===== src/crr_pkg.sv =====
// ----------------------------------------------------------------------------
// crr_pkg
// Shared constants for the Catmull-Rom interpolator pipeline.
// ----------------------------------------------------------------------------
package crr_pkg;

    // Default width of one control point coordinate (signed fixed point)
    localparam int COORD_WIDTH_DEF = 32;

    // Default number of fraction bits in the t parameter
    localparam int T_FRAC_BITS_DEF = 16;

    // Extra integer bits on top of the coordinate width for the cubic
    // coefficients and the Horner accumulator. The largest magnitude
    // reached is 24 times the coordinate range, so five bits suffice.
    localparam int ACC_GUARD_BITS = 5;

    // Number of coefficients carried alongside the accumulator: b, a, 2*p1
    localparam int COEF_COUNT = 3;

    // Coefficient slots in the carried bundle, in Horner order
    localparam int COEF_SEL_B  = 0;
    localparam int COEF_SEL_A  = 1;
    localparam int COEF_SEL_P1 = 2;

endpackage


===== src/crr_horner_step.sv =====
// ----------------------------------------------------------------------------
// crr_horner_step
// One Horner step acc' = round(acc * t) + coef, in three register stages:
// multiply, round, signed add.
// ----------------------------------------------------------------------------
module crr_horner_step
    import crr_pkg::*;
#(
    parameter int ACC_W    = COORD_WIDTH_DEF + ACC_GUARD_BITS,
    parameter int T_FRAC   = T_FRAC_BITS_DEF,
    parameter int COEF_SEL = COEF_SEL_B
) (
    input  logic                          aclk,
    input  logic                          aresetn,
    input  logic                          en,
    input  logic                          in_vld,
    input  logic signed [ACC_W-1:0]       in_acc,
    input  logic [T_FRAC:0]               in_t,
    input  logic [COEF_COUNT*ACC_W-1:0]   in_coefs,
    output logic                          out_vld,
    output logic signed [ACC_W-1:0]       out_acc,
    output logic [T_FRAC:0]               out_t,
    output logic [COEF_COUNT*ACC_W-1:0]   out_coefs
);

    localparam int T_W    = T_FRAC + 1;
    localparam int PROD_W = ACC_W + T_W;
    localparam logic [PROD_W-1:0] RND_HALF = {{(PROD_W-1){1'b0}}, 1'b1} << (T_FRAC - 1);

    // multiply stage
    logic                        vld_m_reg;
    logic                        neg_m_reg;
    logic [PROD_W-1:0]           prod_m_reg;
    logic [PROD_W-1:0]           prod_m_next;
    logic [T_W-1:0]              t_m_reg;
    logic [COEF_COUNT*ACC_W-1:0] coefs_m_reg;
    logic                        neg_in;
    logic [ACC_W-1:0]            sel_in;
    logic [T_W-1:0]              corr_in;

    // round stage
    logic                        vld_r_reg;
    logic                        neg_r_reg;
    logic [ACC_W-1:0]            mag_r_reg;
    logic [ACC_W-1:0]            mag_r_next;
    logic [PROD_W-1:0]           rnd_sum;
    logic [T_W-1:0]              t_r_reg;
    logic [COEF_COUNT*ACC_W-1:0] coefs_r_reg;

    // add stage
    logic                        vld_a_reg;
    logic signed [ACC_W-1:0]     acc_a_reg;
    logic signed [ACC_W-1:0]     acc_a_next;
    logic [T_W-1:0]              t_a_reg;
    logic [COEF_COUNT*ACC_W-1:0] coefs_a_reg;
    logic [ACC_W-1:0]            coef_sel;
    logic [ACC_W-1:0]            addend;

    // |x| * t as (~x) * t + t for negative x, so no separate negate
    assign neg_in      = in_acc[ACC_W-1];
    assign sel_in      = neg_in ? ~in_acc : in_acc;
    assign corr_in     = neg_in ? in_t : '0;
    assign prod_m_next = {{T_W{1'b0}}, sel_in} * {{ACC_W{1'b0}}, in_t}
                       + {{ACC_W{1'b0}}, corr_in};

    // round to nearest, ties away from zero, on the magnitude
    assign rnd_sum    = prod_m_reg + RND_HALF;
    assign mag_r_next = rnd_sum[T_FRAC +: ACC_W];

    // add or subtract the magnitude against the coefficient
    assign coef_sel   = coefs_r_reg[COEF_SEL*ACC_W +: ACC_W];
    assign addend     = neg_r_reg ? ~mag_r_reg : mag_r_reg;
    assign acc_a_next = $signed(coef_sel + addend + {{(ACC_W-1){1'b0}}, neg_r_reg});

    always_ff @(posedge aclk) begin
        if (!aresetn) begin
            vld_m_reg <= 1'b0;
            vld_r_reg <= 1'b0;
            vld_a_reg <= 1'b0;
        end else if (en) begin
            vld_m_reg <= in_vld;
            vld_r_reg <= vld_m_reg;
            vld_a_reg <= vld_r_reg;
        end
    end

    always_ff @(posedge aclk) begin
        if (en) begin
            neg_m_reg   <= neg_in;
            prod_m_reg  <= prod_m_next;
            t_m_reg     <= in_t;
            coefs_m_reg <= in_coefs;
            neg_r_reg   <= neg_m_reg;
            mag_r_reg   <= mag_r_next;
            t_r_reg     <= t_m_reg;
            coefs_r_reg <= coefs_m_reg;
            acc_a_reg   <= acc_a_next;
            t_a_reg     <= t_r_reg;
            coefs_a_reg <= coefs_r_reg;
        end
    end

    assign out_vld   = vld_a_reg;
    assign out_acc   = acc_a_reg;
    assign out_t     = t_a_reg;
    assign out_coefs = coefs_a_reg;

`ifndef SYNTHESIS
    // hold every stage valid while the pipeline is frozen
    a_freeze_holds: assert property (@(posedge aclk) disable iff (!aresetn)
        !en |=> $stable(vld_m_reg) && $stable(vld_r_reg) && $stable(vld_a_reg))
        else $error("horner step valid moved while frozen");
`endif

endmodule


===== config.mk =====
export PLATFORM = sky130hd
export DESIGN_NAME = crr_horner_step
export DESIGN_NICKNAME = d
export VERILOG_FILES = /design/src/crr_pkg.sv /design/src/crr_horner_step.sv
export SDC_FILE = /design/constraint.sdc
export NUM_CORES = 2
export LEC_CHECK = 0
export ABC_AREA = 1
export BUFFER_PORTS_ARGS = -buffer_cell sky130_fd_sc_hd__buf_2
export CAP_MARGIN = 20
export CORE_ASPECT_RATIO = 0.6
export CORE_MARGIN = 2
export CORE_UTILIZATION = 55
export CTS_CLUSTER_DIAMETER = 60
export DETAILED_ROUTE_END_ITERATION = 10
export HOLD_SLACK_MARGIN = 0.15
export PLACE_DENSITY = 0.74
export SLEW_MARGIN = 15
export SYNTH_ARGS = -nofsm -noshare
export SYNTH_HDL_FRONTEND = slang
export SYNTH_SLANG_ARGS = --single-unit

===== constraint.sdc =====
create_clock -name aclk -period 8.17 [get_ports aclk]
set_clock_uncertainty 0.05 [all_clocks]
set_input_delay 0.4085 -clock aclk [delete_from_list [all_inputs] [get_ports aclk]]
set_output_delay 0.4085 -clock aclk [all_outputs]
set_load 0.05 [all_outputs]

Word-level counts from Yosys, hierarchy flattened
Cells that the tools add are included.
- shift operators: 0
- $add $sub $neg: 4
- order comparisons: 0
- reductions and logical operators: 0
- $mul: 1
- bitwise logic cells: 2
- divide/modulo/power cells: 0
- equal/unequal tests: 0
- muxes and demuxes: 3
- operators with widths (cell ; count):
    $mux 37 ; 2
    $not 37->37 ; 2
    $add 53x16->53 const B ; 1
    $add 53x17->53 ; 1
    $mul 37x17->53 ; 1
    $add 37x1->37 ; 1
    $add 37x37->37 ; 1
    $mux 17 ; 1
- memories kept: 0
- flip-flop bits (word level): 516
- ROM bits: 0
- bits in latches: 0
- RAM bits: 0
- bits of input ports: 169

Longest topological paths before layout
- depth in word-level cells: 4
- mapped depth: 30
- mapped depth without buffers: 27

Worst setup path after synthesis
No wires, ideal clock.
- kind: input -> register
- start point: input in_acc[36]
- end point: register prod_m_reg[46] (data pin)
- stages: 27
- path buffers: 4
- setup slack: 2123 ps
- data arrival time: 5744 ps
- cells stage by stage: buf_2 clkbuf_1 clkbuf_1 nand2_1 nand2_1 buf_2 nor2_1 fa_1 inv_1 fa_1 inv_1 fa_1 inv_1 fa_1 fa_1 fa_1 inv_1 ha_1 nand2_1 nor2_1 inv_1 nor2_1 inv_1 o21ai_0 nand2_1 nand4_1 nand2_1
- cells in the longest elaborated chain, start to end: 4
- elaborated cells between the ends (all ways): 5
- classes of those cells: 1 x add/sub; 1 x mul; 2 x mux; 1 x bitwise
- RTL lines (what ; RTL line ; RTL):
    start, declared ; crr_horner_step.sv:17 ; input logic signed [ACC_W-1:0] in_acc,
    $not 37->37 ; crr_horner_step.sv:61 ; assign sel_in = neg_in ? ~in_acc : in_acc;
    $mux 37 ; crr_horner_step.sv:61 ;
    $mul 37x17->53 ; crr_horner_step.sv:63 ; assign prod_m_next = {{T_W{1'b0}}, sel_in} * {{ACC_W{1'b0}}, in_t}
    $add 53x17->53 * ; crr_horner_step.sv:64 ; + {{ACC_W{1'b0}}, corr_in};
    named net prod_m_next[46] ; crr_horner_step.sv:34 ; logic [PROD_W-1:0] prod_m_next;
    end signal, assigned ; crr_horner_step.sv:90 ; prod_m_reg <= prod_m_next;
    end, declared ; crr_horner_step.sv:33 ; logic [PROD_W-1:0] prod_m_reg;
The timed path passes the listed nets; every way through them passes the cells marked *.
A chain may end at the register's enable or synchronous reset.

Final worst setup path
- start point: input in_acc[36]
- end point: register prod_m_reg[43] (data pin)
The elaborated chain is that of the path after synthesis.

==> summary.md <==
| Metric | Value |
|---|---|
| Status | finished, final reports clean |
| Top cells by area, synth | edfxtp_1, fa_1, nand2_1, inv_1, ha_1 |
| Area leader, netlist | edfxtp_1 |
| RSZ-0062 raised after global routing | no |
| Area taken by multi-input logic gates | about 21000 um2 |
| Data required time of the worst path | 8.49 ns |
| CTS Buf Count | 49 |
| Simple-gate share of the synthesized area | between 10% and 20% |
| Adder-cell share of the synthesized area | 32.6% |
| Max-cap violation count | 0 |
| EDFF count, synth | 498 |
| Compound-Gate Fraction of Synth Area | 3.16% |
| Hpwl dp | 83.7 mm |
| Yosys cell types | 46 |
| Critical path type | primary input to register |
| Vias after detailed routing | ~28000 |
| Max Freq | 0.147 GHz |
| CP delay by family, top | adder cells |
| M1 GR Usage | 43.4% |
| Post-Syn Area per Cell | 10.2 um2 |
| CP startpoint kind | primary input |
| Starting DRT DRC Count | 3229 |
| Crit share post-route | roughly 84% |
| Crit-path max FO | 55 |
| Layout cells sized above 1 | 12.0% |
| Final Critical Period | 6.82 ns |
| Die Y | 211 um |
| Die X-Extent | 348 um |
| Layout fillers | 5605 |
| Core ar. | 70100 um2 |
| Vias in the first global route | 28600 |
| Post-synthesis cell count | 3848 |
| Die area | 73300 um2 |
| Most numerous cell in the Yosys netlist | nand2_1 |
| Largest net degree at the start of global routing | approximately 180 |
| GRT overflow | 0 |
| Most used routing layer in global routing | met1 |
| Tightest Hold Check Type | primary input to register |
| Register Area | 15000 um2 |
| Synth Cell Area | 39100 um2 |
| Std-Cell Rows | 75 |
| Setup tns final | 0 ns |
| Post-synth top flop | edfxtp_1 |
| Drt total wl | between 100 and 150 mm |
| Worst setup EP type | register |
| WP buf/inv | 6 |
| Synth Area in XOR/XNOR | 2.60% |
| Yosys warns | 0 |
| Critical-path cell list | buf_2, buf_12, or2_2, nand2_1, inv_2, nand2_1, fa_1, inv_1, fa_1, fa_1, fa_1, fa_1, inv_1, fa_1, inv_1, ha_1, nand2_1, nor2_1, nand2_1, nor3_1, nand4_1, nand4_1, nand2_1 |
| CTS tree | done |
| GR Util met3 | 12.2% |
| Commonest cells post-synth | nand2_1, inv_1, fa_1 |
| Final nets | 5172 |
| Average vias per placed instance | 5.36 |
| Crit path arrival time | 7.14 ns |
| Max incr delay on CP | 0.57 ns |
| CTS sink count | ~500 |
| Least-Margin Pin Slew | ~1.0 ns |
| P&R area growth vs syn | 14.4% |
| Slowest cell on crit path | fa_1 |
| Worst-skew pair later-pin latency | approximately 0.63 ns |
| Drt drc | 0 |
| Clk buf depth | 3 |
| Register bit total from synthesis | 501 |
| Synth top area share | 38.2% |
| Final estimated routing congestion in global placement | 1.02 |
| Setup-failing EPs final | 0 |
| Syn Nets | 4721 |
| Async S/R FF share, synth | 0% |
| Slew Limit Headroom | 33.0% |
| Hold Violations, Final | 0 |
| Port Buffers | approximately 330 |
| Largest family of logic cells by synthesized area | adder cells |
| Most frequent CP cell | fa_1 |
| Max Slew Vio Count | 0 |
| GRT Overall Usage | 30.0% |
| # H-tree levels | 2 |
| First-pass GRT wire length | around 170 mm |
| Initial antenna violation count | 2 |
| Grt met2 use | 42.1% |
| IO Pins | 335 |
| Final ANT Viol Nets | 0 |
| Clock tree root driver cell | clkbuf_16 |
| Post-synthesis mux area share | 0% |
| WL per Instance | 20.4 um |
| Drt pass-1 iters | 6 |
| Starting Density | 55.8% |
| CTS clk-pin slew, worst paths | 0.06 ns |
| Sequential area share after synthesis | 38.4% |
-- logic make-up (layout without fill, tap and decap cells) --
family	after synthesis	after routing
buffers and inverters	842	1333
flip-flops	501	501
adder cells (fa/ha/maj)	704	704
AO/OA/AOI/OAI	229	229
other	0	2
AND/OR/NAND/NOR	1456	1456
XOR/XNOR	116	116
-- per-layer routing --
layer / wire [um] / vias to the layer above
li1: - / 12800
met1: 45000 / 13700
met2: 43800 / 1558
met3: 15700 / 191
met4: 2680 / 8
met5: 206 / -
-- through the flow --
stage               instance area [um2]  setup slack (ns)  cells  utilization (%)  hold WS, ns
finish                            44800              1.35   5265             63.8        0.232
global route                      44800              1.08   5264             63.8        0.206
CTS                               44800              1.61   5263             63.8        0.172
detailed placement                41900             0.985   5058             59.8        0.355
global placement                  41900             0.576   5057             59.8        0.350
floorplan                         39100              2.12   3848                -        0.350
-- what timing repair did --
action / in CTS / in global routing
gates resized for setup: 0 / 0
hold endpoints to repair: 114 / 0
hold buffers: 114 / 0
buffers inserted: 0 / 0
-- worst reg2reg max path: stages (launching register included) --
cell and delay, ns:
edfxtp_1 0.32, buf_4 0.46, xor2_1 0.19, ha_1 0.38, nand2_1 0.15, nor2_1 0.46
nand2_1 0.19, nor2_1 0.14, nand2_1 0.07, nand3_1 0.28, nand2_1 0.20, nand3_1 0.11
nand2_1 0.05
-- path summary, 6_finish.rpt --
check	from	cells after the start	to	slack (ns)
worst max register to register	neg_r_reg$_DFFE_PP_	12	out_acc[34]$_DFFE_PP_	4.89
worst min-delay path	en	1	t_m_reg[7]$_DFFE_PP_	0.23
worst max-delay path	in_acc[36]	23	prod_m_reg[43]$_DFFE_PP_	1.35
worst min register to register	coefs_m_reg[98]$_DFFE_PP_	0	coefs_r_reg[98]$_DFFE_PP_	0.36
-- placed cells by master, fill, tap and decap left out, drive strengths merged --
cell type    count
dfxtp            3
bufinv           4
nor4             6
a21o            11
nor3b            2
buf            379
o21bai           7
o311ai           1
or2             36
fa             525
o21ai           72
nand3b           3
nand3           68
o211ai           2
clkinv          28
inv            746
nor3            38
a21boi           4
xnor2           22
o31ai            1
nand2          831
and2             1
o21a             7
diode            2
clkbuf          58
a31oi            2
ha             179
nor2           437
edfxtp         498
dlygate4sd3    114
a21oi          122
xor2            94
clkinvlp         4
nand4           33
nor4b            1
-- area by class of cell --
class | instances | share of cell area [%]
inverter | 749 | 6.28
tap | 924 | 2.58
timing repair buffer | 493 | 7.15
multi-input combinational | 2505 | 46.7
clock buffer | 58 | 2.90
antenna | 2 | 0.0112
sequential | 501 | 33.5
clock inverter | 33 | 0.816
Power is not shown: default switching activity piles up to over one toggle a cycle in this logic, so the estimate is an artifact.
