<file path="config.mk">
export PLATFORM = sky130hd
export DESIGN_NAME = crr_out_skid
export DESIGN_NICKNAME = d
export VERILOG_FILES = /design/src/crr_out_skid.sv
export SDC_FILE = /design/constraint.sdc
export NUM_CORES = 1
export LEC_CHECK = 0
export ABC_AREA = 1
export BUFFER_PORTS_ARGS = -buffer_cell sky130_fd_sc_hd__buf_2
export CAP_MARGIN = 20
export CORE_AREA = 10 10 86 88
export CTS_BUF_LIST = sky130_fd_sc_hd__clkbuf_4
export DETAILED_ROUTE_END_ITERATION = 12
export DIE_AREA = 0 0 96 98
export PLACE_DENSITY_LB_ADDON = 0.08
export SLEW_MARGIN = 10
export SYNTH_ARGS = -nofsm -noshare
export SYNTH_HDL_FRONTEND = slang
export SYNTH_SLANG_ARGS = --single-unit
</file>
<file path="constraint.sdc">
create_clock -name aclk -period 5.2 [get_ports aclk]
set_clock_uncertainty 0.05 [all_clocks]
set_input_delay 0.26 -clock aclk [delete_from_list [all_inputs] [get_ports aclk]]
set_output_delay 0.26 -clock aclk [all_outputs]
set_load 0.02 [all_outputs]
</file>
<file path="src/crr_out_skid.sv">
// ----------------------------------------------------------------------------
// crr_out_skid
// Output register with one skid entry; the ready toward the pipeline is
// registered so the result side never reaches back combinationally.
// ----------------------------------------------------------------------------
module crr_out_skid #(
    parameter int DATA_W = 33
) (
    input  logic              aclk,
    input  logic              aresetn,
    input  logic              in_vld,
    input  logic [DATA_W-1:0] in_data,
    output logic              in_ready,
    output logic              out_vld,
    output logic [DATA_W-1:0] out_data,
    input  logic              out_ready
);

    logic              out_vld_reg;
    logic [DATA_W-1:0] out_data_reg;
    logic              skid_vld_reg;
    logic [DATA_W-1:0] skid_data_reg;
    logic              out_free;
    logic              in_xfer;

    assign in_ready = ~skid_vld_reg;
    assign out_free = ~out_vld_reg | out_ready;
    assign in_xfer  = in_vld & in_ready;

    always_ff @(posedge aclk) begin
        if (!aresetn) begin
            out_vld_reg  <= 1'b0;
            skid_vld_reg <= 1'b0;
        end else if (out_free) begin
            if (skid_vld_reg) begin
                out_vld_reg  <= 1'b1;
                skid_vld_reg <= 1'b0;
            end else begin
                out_vld_reg  <= in_xfer;
            end
        end else if (in_xfer) begin
            skid_vld_reg <= 1'b1;
        end
    end

    always_ff @(posedge aclk) begin
        if (out_free) begin
            if (skid_vld_reg) begin
                out_data_reg <= skid_data_reg;
            end else if (in_xfer) begin
                out_data_reg <= in_data;
            end
        end else if (in_xfer) begin
            skid_data_reg <= in_data;
        end
    end

    assign out_vld  = out_vld_reg;
    assign out_data = out_data_reg;

`ifndef SYNTHESIS
    a_skid_behind_out: assert property (@(posedge aclk) disable iff (!aresetn)
        skid_vld_reg |-> out_vld_reg)
        else $error("skid entry held while output register empty");

    a_fill_on_stall: assert property (@(posedge aclk) disable iff (!aresetn)
        $fell(in_ready) |-> $past(out_vld_reg && !out_ready && in_vld))
        else $error("skid filled without a stalled output");
`endif

endmodule

</file>
# ---- After elaboration in Yosys (flattened, before gate mapping)
# Index checks and enable logic that the tools add are counted.
dict set report totals {
  regBits 68
  in_bits 37
  output_inout_bits 35
}
dict set report op_classes {
  n_mux 3
  n_bitwise 6
  n_reduce_logical 4
}
# cell count
set op_table {}
lappend op_table {{33-bit 2-to-1 mux} 2}
lappend op_table {{1-bit NOT} 4}
lappend op_table {{2-bit AND reduction} 2}
lappend op_table {{2-bit nonzero test} 1}
lappend op_table {{2-bit OR reduction} 1}
lappend op_table {{1-bit AND} 1}
lappend op_table {{1-bit 2-to-1 mux} 1}
lappend op_table {{1-bit bitwise OR} 1}

# ---- Longest topological paths before layout
# Gate-level depths: netlist of run 1.
dict set report depth {
  word_depth 4
  depth_mapped 5
  mapped_depth_nobuf 3
}

# ---- Worst setup path after synthesis of run 1
# OpenSTA, ideal clock, no wires.
dict set report synth_timing {
  path_type {reg-to-reg}
  from {register skid_vld_reg}
  to {register out_data_reg[0], in the netlist out_data[0] (enable)}
  t_arrival_ps 2146
  required_ps 4716
  slack_ps 2570
  stages_incl_launch_ff 4
  cell_sequence {dfxtp_1 buf_6 nor2_1 a21oi_1}
}
dict set report synth_via {
  elab_chain_cells 4
}
# item line_no
set synth_lines {}
lappend synth_lines {{start: declaration} 21} ;# logic skid_vld_reg;
lappend synth_lines {{start signal: assignment} 33} ;# skid_vld_reg <= 1'b0;
lappend synth_lines {{start signal: assignment} 37} ;# skid_vld_reg <= 1'b0;
lappend synth_lines {{start signal: assignment} 42} ;# skid_vld_reg <= 1'b1;
lappend synth_lines {{1-bit NOT} 26} ;# assign in_ready = ~skid_vld_reg;
lappend synth_lines {{1-bit AND} 28} ;# assign in_xfer = in_vld & in_ready;
lappend synth_lines {{2-bit nonzero test (no source line) (*)} --}
lappend synth_lines {{2-bit AND reduction (no source line) (*)} --}
lappend synth_lines {{end signal: assignment} 49} ;# out_data_reg <= skid_data_reg;
lappend synth_lines {{end signal: assignment} 51} ;# out_data_reg <= in_data;
lappend synth_lines {{end: declaration} 20} ;# logic [DATA_W-1:0] out_data_reg;
# Mark *: on every way between the ends. The rest lies on a longest branch, timed or not.
# A chain may end at the register's enable or synchronous reset.

# ---- Final worst setup path of run 1
dict set report layout_timing {
  from {register skid_vld_reg}
  to {register out_data_reg[5], in the netlist out_data[5] (enable)}
}
# The elaborated chain is that of the path after synthesis.

==> results of run 1 <==
==> final cells by class <==
type | count | area, µm² | area share [%]
multi-input combinational | 107 | 473.0 | 14.61
sequential | 68 | 2023 | 62.48
clock inverter | 4 | 17.52 | 0.5410
tap | 75 | 93.84 | 2.898
inverter | 2 | 15.01 | 0.4637
clock buffer | 11 | 82.58 | 2.550
timing repair buffer | 87 | 533.0 | 16.46
==> power breakdown <==
| part | internal [µW] | leakage (µW) | switching, µW |
|---|---|---|---|
| logic | 42.5 | 0.000660 | 65.9 |
| clock network | 102 | 0.0000616 | 166 |
| registers | 633 | 0.000638 | 9.13 |
==> cells in the final DEF (no fill, tap or decap), types with 2 or more instances in the layout <==
cell type	count
nor2_1	2
nand3_1	2
clkinv_1	2
edfxtp_1	66
clkinv_2	2
nand2_2	19
clkbuf_4	11
buf_2	71
nand2_1	81
dlygate4sd3_1	15
==> synthesized netlist by cell type, drive strengths merged <==
| cell | number |
|---|---|
| a21oi | 1 |
| nand2 | 100 |
| buf | 7 |
| o21ai | 1 |
| inv | 2 |
| nand3 | 2 |
| edfxtp | 66 |
| nor2 | 3 |
| dfxtp | 2 |
==> metrics by stage <==
stage,util [%],area (µm²)
3_3_place_gp,51.52,2960
3_5_place_dp,51.52,2960
6_report,56.36,3238
2_1_floorplan,-,2576
4_1_cts,55.71,3201
5_1_grt,56.36,3238
==> layer usage <==
metal	GRT usage [%]	up-vias	part of all wire (%)
met5	0	-	0
met4	6.129	0	1.2
met3	4.211	6	8.6
met2	15.64	48	43
met1	14.32	675	47
li1	-	806	-
==> final timing paths <==
| path | startpoint | to | slack [ns] | depth (start not counted) |
|---|---|---|---|---|
| max | skid_vld_reg$_SDFFE_PP0P_ | out_data[5]$_DFFE_PP_ | 3.13 | 3 |
| min | in_data[10] | skid_data_reg[10]$_DFFE_PP_ | 0.03 | 1 |
| max reg2reg | skid_vld_reg$_SDFFE_PP0P_ | out_data[5]$_DFFE_PP_ | 3.13 | 3 |
| min reg2reg | skid_data_reg[8]$_DFFE_PP_ | out_data[8]$_DFFE_PP_ | 0.46 | 2 |
==> cells by family (layout without fill, tap and decap cells) <==
group	Yosys count	count (layout)
AND/OR/NAND/NOR	105	105
buffers and inverters	9	104
flip-flops	68	68
AO/OA/AOI/OAI	2	2
==> repair_timing <==
action                                  CTS  global route
endpoints found under the hold margin    14             1
gates resized for setup                   0             0
hold buffers                             14             1
endpoints found under the setup margin    0             0
==> critical path: stages (launching register included) <==
cell,delay [ns]
dfxtp_2,0.86
nor2_1,0.20
a21oi_4,0.44
buf_16,0.23
==> out/results.ini, run 1 <==
[detailed_routing]
route.vias.total = 1535
drc = 0
wl_per_cell_um = 13.89
drt-pass1-iter-count = 6
finalWirelength_mm = 4.917
drt-initial-drc-count = 98
ant_nets = 0
drt-vias-per-instance = 4.336

[die]
die-area_mm2 = 0.009408
num_rows = 28
start_util_pct = 44.84
coreArea_mm2 = 0.005746
fp.dieH_um = 98
die_x_um = 96
io_pins = 72

[global_route]
grt_usage_pct = 11.13
antenna_found_initial = 0
grt_pass1_wl_mm = 8.017
grt_pass1_vias = 1643
grt_max_degree = 38
overflow = 0

[clock_network]
clock_path_buffers = 2
h-tree-depth = 3
clk_latency_ns = 0.37
tritoncts = yes
post-cts-setup-buffers = 0
clock-sinks = 68
clk_pin_slew_worst_paths_ns = 0.10
cts_made_buffers = 9
root_buffer = clkbuf_4

[final_layout]
drive_gt1_share_pct = 38.71
area_delta_synth_final_pct = 25.69
layoutNonFillerInstCount = 354
antenna_cells = 0
fill_cells = 521
final_nets = 312

[sta]
fmax_mhz = 482.2
finalSetupTns_ns = 0
period_share_pct = 39.88
final-hold-violation-count = 0
maxSlewHeadroom_pct = 37.30
setup_slack_ns = 3.126
setup_viol = 0
tightest_slew_ns = 0.9382
period_minus_slack_ns = 2.074
rsz0062_at_grt = no
fin_hold_ws_ns = 0.03306
drv_slew = 0

[synthesis]
yosysWarnings = 0
synth-simple-area-share_pct = 17.24
syn_inst = 184
yosysTopAreaCellShare_pct = 76.93
muxShareOfSynthArea_pct = 0
synthTopCellsByArea = edfxtp_1 (77%), nand2_1 (12%), nand2_2 (4.6%), buf_12 (1.6%), dfxtp_1 (1.6%)
syn-num-nets = 221
syn_area_mm2 = 0.002576
synthAdderAreaFrac_pct = 0
synth_xor_area_share_pct = 0
yosys.cell_types.count = 13
synth_area_per_cell_um2 = 14.00
synth_top_cell_by_area = edfxtp_1
synth_compound_area_share_pct = 0.3885
ys_seq_area_share_pct = 78.48
synth-seq-cells = 68
synth_top_family_by_area = simple AND/OR/NAND/NOR gates

[placed_design]
io_buffers = 71
place_inst = 323
dp_hpwl_mm = 3.176
finalWeightedCongestion = 0.7124
dpl_worst_slack_ns = 2.837

[power_and_ir_drop]
p_leak_uw = 0.001359
p_total_uw = 1019
powerDensity_mw_per_mm2 = 314.7
ir_worst_vdd_mv = 0.1489

[worst_setup_path]
cp.required_ns = 5.23
worstSetupEndpointType = register
crit_arrival_ns = 2.11
start_kind = register
worst-setup-path-type = reg -> reg
cp_max_fo = 37

[flow_run]
max_cap_violations = 0

[outcome]
outcome = finished, final reports clean

[hold_path]
min_path_type = in -> reg

Note: power is estimated with default switching activity, not from simulation.
==> inputs of run 2 (changes only) <==
==> constraint.sdc (replaced) <==
create_clock -name aclk -period 2.1 [get_ports aclk]
set_clock_uncertainty 0.05 [all_clocks]
set_input_delay 0.105 -clock aclk [delete_from_list [all_inputs] [get_ports aclk]]
set_output_delay 0.105 -clock aclk [all_outputs]
set_load 0.02 [all_outputs]
==> out/results.ini, run 2 (synthesis results as in run 1) <==
[worst_setup_path]
slowest_stage = dlygate4sd3_1
cp_top_family = buffers and inverters
worst-setup-path-type = reg -> reg
cp.required_ns = 2.34  ; -2.89 ns
cp_max_fo = 20  ; -46%
start_kind = register
crit_path_max_incr_delay_ns = 0.56  ; -0.30 ns
cp_cell_sequence = buf_4 -> o21ai_0 -> dlygate4sd3_1 -> nand2_1 -> dlygate4sd3_1
worst_path_most_repeated_cell = dlygate4sd3_1
critical_path_buf_inv_count = 3  ; +2
worstSetupEndpointType = register
reg2reg_slack_ns = 0.10  ; -3.02 ns
crit_arrival_ns = 2.24  ; +0.13 ns

[die]
start_util_pct = 44.84  ; unchanged
num_rows = 28  ; unchanged
io_pins = 72  ; unchanged
fp.dieH_um = 98  ; unchanged
die-area_mm2 = 0.009408  ; unchanged
coreArea_mm2 = 0.005746  ; unchanged
die_x_um = 96  ; unchanged

[global_route]
grt.met3_usage_pct = 3.752  ; -0.46 points
grt_pass1_vias = 1836  ; +12%
grt_use_met1_pct = 13.41  ; -0.91 points
met2_usage_pct = 19.89  ; +4.2 points
grt_usage_pct = 12.22  ; +1.1 points
overflow = 0  ; unchanged
antenna_found_initial = 0  ; unchanged
busiest_layer = met2
grt_max_degree = 35  ; -7.9%
grt_pass1_wl_mm = 8.811  ; +9.9%

[detailed_routing]
wl_per_cell_um = 14.20  ; +2.3%
drt-initial-drc-count = 105  ; +7.1%
route.vias.total = 1747  ; +14%
finalWirelength_mm = 5.426  ; +10%
drt-vias-per-instance = 4.573  ; +5.5%
drc = 0  ; unchanged
ant_nets = 0  ; unchanged
drt-pass1-iter-count = 4  ; -2

[hold_path]
min_path_type = in -> reg

[power_and_ir_drop]
ir_worst_vdd_mv = 0.5007  ; +240%
p_leak_uw = 0.001478  ; +8.7%
powerDensity_mw_per_mm2 = 741.4  ; +140%

[sta]
fmax_mhz = 500.9  ; +3.9%
drv_slew = 0  ; unchanged
fin_hold_ws_ns = 0.2131  ; +0.1800 ns
rsz0062_at_grt = no
finalSetupTns_ns = 0  ; unchanged
period_share_pct = 95.07  ; +55 points
setup_viol = 0  ; unchanged
maxSlewHeadroom_pct = 70.80  ; +33 points
final-hold-violation-count = 0  ; unchanged
period_minus_slack_ns = 1.996  ; -0.07751 ns
tightest_slew_ns = 0.4380  ; -0.5002 ns

[clock_network]
clock-sinks = 68  ; unchanged
h-tree-depth = 3  ; unchanged
ctsResizeCount = 0  ; unchanged
tritoncts = yes
post-cts-setup-buffers = 0  ; unchanged
root_buffer = clkbuf_4
clk_latency_ns = 0.39  ; +0.02 ns
clk_pin_slew_worst_paths_ns = 0.11  ; about the same
cts_hold_buf = 38  ; +24
clock_path_buffers = 2  ; unchanged
cts_made_buffers = 9  ; unchanged

[final_layout]
fill_cells = 490  ; -6.0%
drive_gt1_share_pct = 37.25  ; -1.5 points
final_common_cell = nand2_1
postLayoutCoreUtil_pct = 60.87  ; +4.5 points
final_cell_mix = nand2_1 (81), buf_2 (71), edfxtp_1 (66)
seq_area_mm2 = 0.002023  ; unchanged
area_delta_synth_final_pct = 35.75
final_nets = 338  ; +8.3%
multiInputGateArea_um2 = 473.0  ; unchanged
final_cell_area_mm2 = 0.003497  ; +8.0%

[placed_design]
dp_hpwl_mm = 3.543  ; +12%
place_area_mm2 = 0.003003  ; +1.4%
io_buffers = 71  ; unchanged
finalWeightedCongestion = 0.6974  ; -2.1%

[flow_run]
max_cap_violations = 0  ; unchanged

[outcome]
outcome = finished, final reports clean

-- run 2: cell count changes in the layout (fill, tap and decap cells not counted) --
cell,before,now
buf_16,1,0
clkinv_4,0,1
buf_4,0,3
clkinv_2,2,4
diode_2,0,1
clkinv_1,2,0
buf_12,0,1
dlygate4sd3_1,15,38
-- run 2: layout make-up --
class	instances	area share [%]
sequential	68	57.85
timing repair buffer	113	22.25
multi-input combinational	107	13.52
tap	75	2.683
clock buffer	11	2.361
clock inverter	5	0.8229
inverter	2	0.4293
antenna	1	0.07156
-- run 2: path summary, 6_finish.rpt --
check	start	endpoint	cells past startpoint
setup / recovery	skid_vld_reg$_SDFFE_PP0P_	out_vld$_SDFFE_PN0P_	5
hold / removal	out_ready	skid_data_reg[21]$_DFFE_PP_	4
setup reg to reg	skid_vld_reg$_SDFFE_PP0P_	out_vld$_SDFFE_PN0P_	5
hold reg to reg	skid_data_reg[5]$_DFFE_PP_	out_data[5]$_DFFE_PP_	2
-- run 2: metrics by stage --
step / worst slack (ns) / power (µW) / instances
finish: 0.1036 / 2593 / 382
global route: 0.01446 / 2701 / 381
CTS: 0.09737 / 2626 / 381
detailed placement: 0.6469 / 1874 / 327
global placement: 0.6674 / 1870 / 327
floorplan: 0.1666 / 1758 / 184
-- run 2: worst register-to-register path: stages (launching register included) --
cell	delay (ns)
dfxtp_2	0.34
buf_4	0.20
o21ai_0	0.16
dlygate4sd3_1	0.56
nand2_1	0.04
dlygate4sd3_1	0.54
-- run 2: routing by layer --
metal  up-vias  wire (µm)
met3        10        421
li1        862          -
met2        56       2825
met4         0        118
met5         -          0
met1       819       2061
-- run 2: where the power goes --
group	switching (µW)	total (µW)	internal, µW
sequential	17.2	1580	1570
clock	437	701	265
combinational	176	307	131
total	630	2590	1960
==> inputs of run 3 (changes only) <==
--- a/config.mk
+++ b/config.mk
@@ -12,6 +12,7 @@
 export CTS_BUF_LIST = sky130_fd_sc_hd__clkbuf_4
 export DETAILED_ROUTE_END_ITERATION = 12
 export DIE_AREA = 0 0 96 98
+export GPL_TIMING_DRIVEN = 0
 export PLACE_DENSITY_LB_ADDON = 0.08
 export SLEW_MARGIN = 10
 export SYNTH_ARGS = -nofsm -noshare
==> out/results.ini, run 3 (synthesis results as in run 1) <==
[die]
coreArea_mm2 = 0.005746  ; unchanged
die_x_um = 96  ; unchanged
die-area_mm2 = 0.009408  ; unchanged
start_util_pct = 44.84  ; unchanged
num_rows = 28  ; unchanged
io_pins = 72  ; unchanged
fp.dieH_um = 98  ; unchanged

[global_route]
antenna_found_initial = 0  ; unchanged
overflow = 0  ; unchanged
grt_max_degree = 29  ; -17%
grt_pass1_vias = 1819  ; -0.93%
grt_pass1_wl_mm = 8.983  ; +2.0%
grt_usage_pct = 12.41  ; +0.20 points

[worst_setup_path]
r2r.worst_path.cells = 5  ; unchanged
cp.required_ns = 2.33  ; about the same
critical_path_buf_inv_count = 3  ; unchanged
cp_max_fo = 10  ; -50%
crit_path_max_incr_delay_ns = 0.57  ; about the same
worstSetupEndpointType = register
slowest_stage = dlygate4sd3_1
worst-path-stages = 5  ; unchanged
cp_top_family = buffers and inverters
crit_arrival_ns = 2.14  ; -0.10 ns
worst_path_most_repeated_cell = dlygate4sd3_1
worst-setup-path-type = reg -> reg
start_kind = register
cp_cell_sequence = buf_6 -> o21ai_0 -> dlygate4sd3_1 -> nand2_1 -> dlygate4sd3_1

[sta]
final-hold-violation-count = 0  ; unchanged
maxSlewHeadroom_pct = 62.36  ; -8.4 points
period_share_pct = 91.11  ; -4.0 points
drv_slew = 0  ; unchanged
fmax_mhz = 522.6  ; +4.3%
rsz0062_at_grt = no
period_minus_slack_ns = 1.913  ; -0.08303 ns
tightest_slew_ns = 0.5634  ; +0.1253 ns
setup_viol = 0  ; unchanged

[placed_design]
dp_hpwl_mm = 3.584  ; +1.2%
place_inst = 332  ; +1.5%
finalWeightedCongestion = 0.6921  ; -0.76%
io_buffers = 71  ; unchanged

[clock_network]
clk_pin_slew_worst_paths_ns = 0.12  ; about the same
clock_path_buffers = 2  ; unchanged
root_buffer = clkbuf_4
post-cts-setup-buffers = 0  ; unchanged
tritoncts = yes
clk_latency_ns = 0.39  ; about the same
ctsResizeCount = 0  ; unchanged
h-tree-depth = 3  ; unchanged
cts_made_buffers = 9  ; unchanged
clock-sinks = 68  ; unchanged

[final_layout]
final_cell_mix = nand2_1 (81), buf_2 (71), edfxtp_1 (66)
area_delta_synth_final_pct = 41.14
final_nets = 343  ; +1.5%
antenna_cells = 0  ; -1
final_common_cell = nand2_1
layoutNonFillerInstCount = 386  ; +1.0%
fill_cells = 460  ; -6.1%
drive_gt1_share_pct = 37.94  ; +0.69 points

[detailed_routing]
drt-vias-per-instance = 4.399  ; -3.8%
drt-initial-drc-count = 114  ; +8.6%
drc = 0  ; unchanged
finalWirelength_mm = 5.585  ; +2.9%
ant_nets = 0  ; unchanged
route.vias.total = 1698  ; -2.8%
wl_per_cell_um = 14.47  ; +1.9%
drt-pass1-iter-count = 4  ; unchanged

[hold_path]
min_path_type = in -> reg
min_path_cells = 4  ; unchanged

[flow_run]
max_cap_violations = 0  ; unchanged

[power_and_ir_drop]
ir_worst_vdd_mv = 0.3786  ; -24%
p_leak_uw = 0.001536  ; +3.9%
powerDensity_mw_per_mm2 = 789.0  ; +6.4%
p_total_uw = 2869  ; +11%

[outcome]
outcome = finished, final reports clean

[run 3: worst reg2reg max path, cell delays in order (launching register included)]
cell	delay, ns
dfxtp_1	0.32
buf_6	0.15
o21ai_0	0.15
dlygate4sd3_1	0.57
nand2_1	0.04
dlygate4sd3_1	0.54
[run 3: area by class of cell]
cell class	count	area [µm²]	area share [%]
Buffer	7	85.08	2.340
Multi-Input combinational cell	107	473.0	13.01
Timing Repair Buffer	111	783.3	21.54
Clock buffer	10	75.07	2.065
Clock inverter	6	88.84	2.443
Inverter	2	15.01	0.4129
Tap cell	75	93.84	2.581
Sequential cell	68	2022	55.61
[run 3: through the flow]
stage	util (%)	setup WS (ns)	hold slack, ns	cell area [µm²]	setup TNS [ns]
after floorplan	-	0.1666	0.1539	2582	0
after CTS	63.28	0.1999	0.1487	3636	0
after global routing	63.28	0.1185	0.1779	3636	0
final	63.28	0.1866	0.1824	3636	0
after global placement	52.77	-0.3223	0.2481	3032	-20.37
after detailed placement	53.81	0.4507	0.2500	3092	0
[run 3: per-layer routing]
metal  GRT usage, %  share of wire, %
met1          13.68                40
met2          20.71                50
met3          4.211               7.7
met4          5.902               2.2
met5              0                 0
[run 3: worst paths after layout]
path                                            startpoint                           to  slack, ns
worst max-delay path             skid_vld_reg$_SDFFE_PP0P_         out_vld$_SDFFE_PN0P_       0.19
worst min-delay path                             out_ready  skid_data_reg[26]$_DFFE_PP_       0.18
worst max register to register   skid_vld_reg$_SDFFE_PP0P_         out_vld$_SDFFE_PN0P_       0.19
worst min register to register  skid_data_reg[0]$_DFFE_PP_        out_data[0]$_DFFE_PP_       0.47
[run 3: timing repair]
action,CTS,global route
hold endpoints to repair,68,0
setup endpoints to repair,0,0
hold buffers,38,0
[run 3: power by group]
| group | switching (µW) | internal, µW | total [µW] | leakage [µW] |
|---|---|---|---|---|
| Sequential | 16.8 | 1570 | 1580 | 0.000637 |
| Combinational | 179 | 143 | 322 | 0.000816 |
| Clock | 467 | 496 | 963 | 0.0000826 |
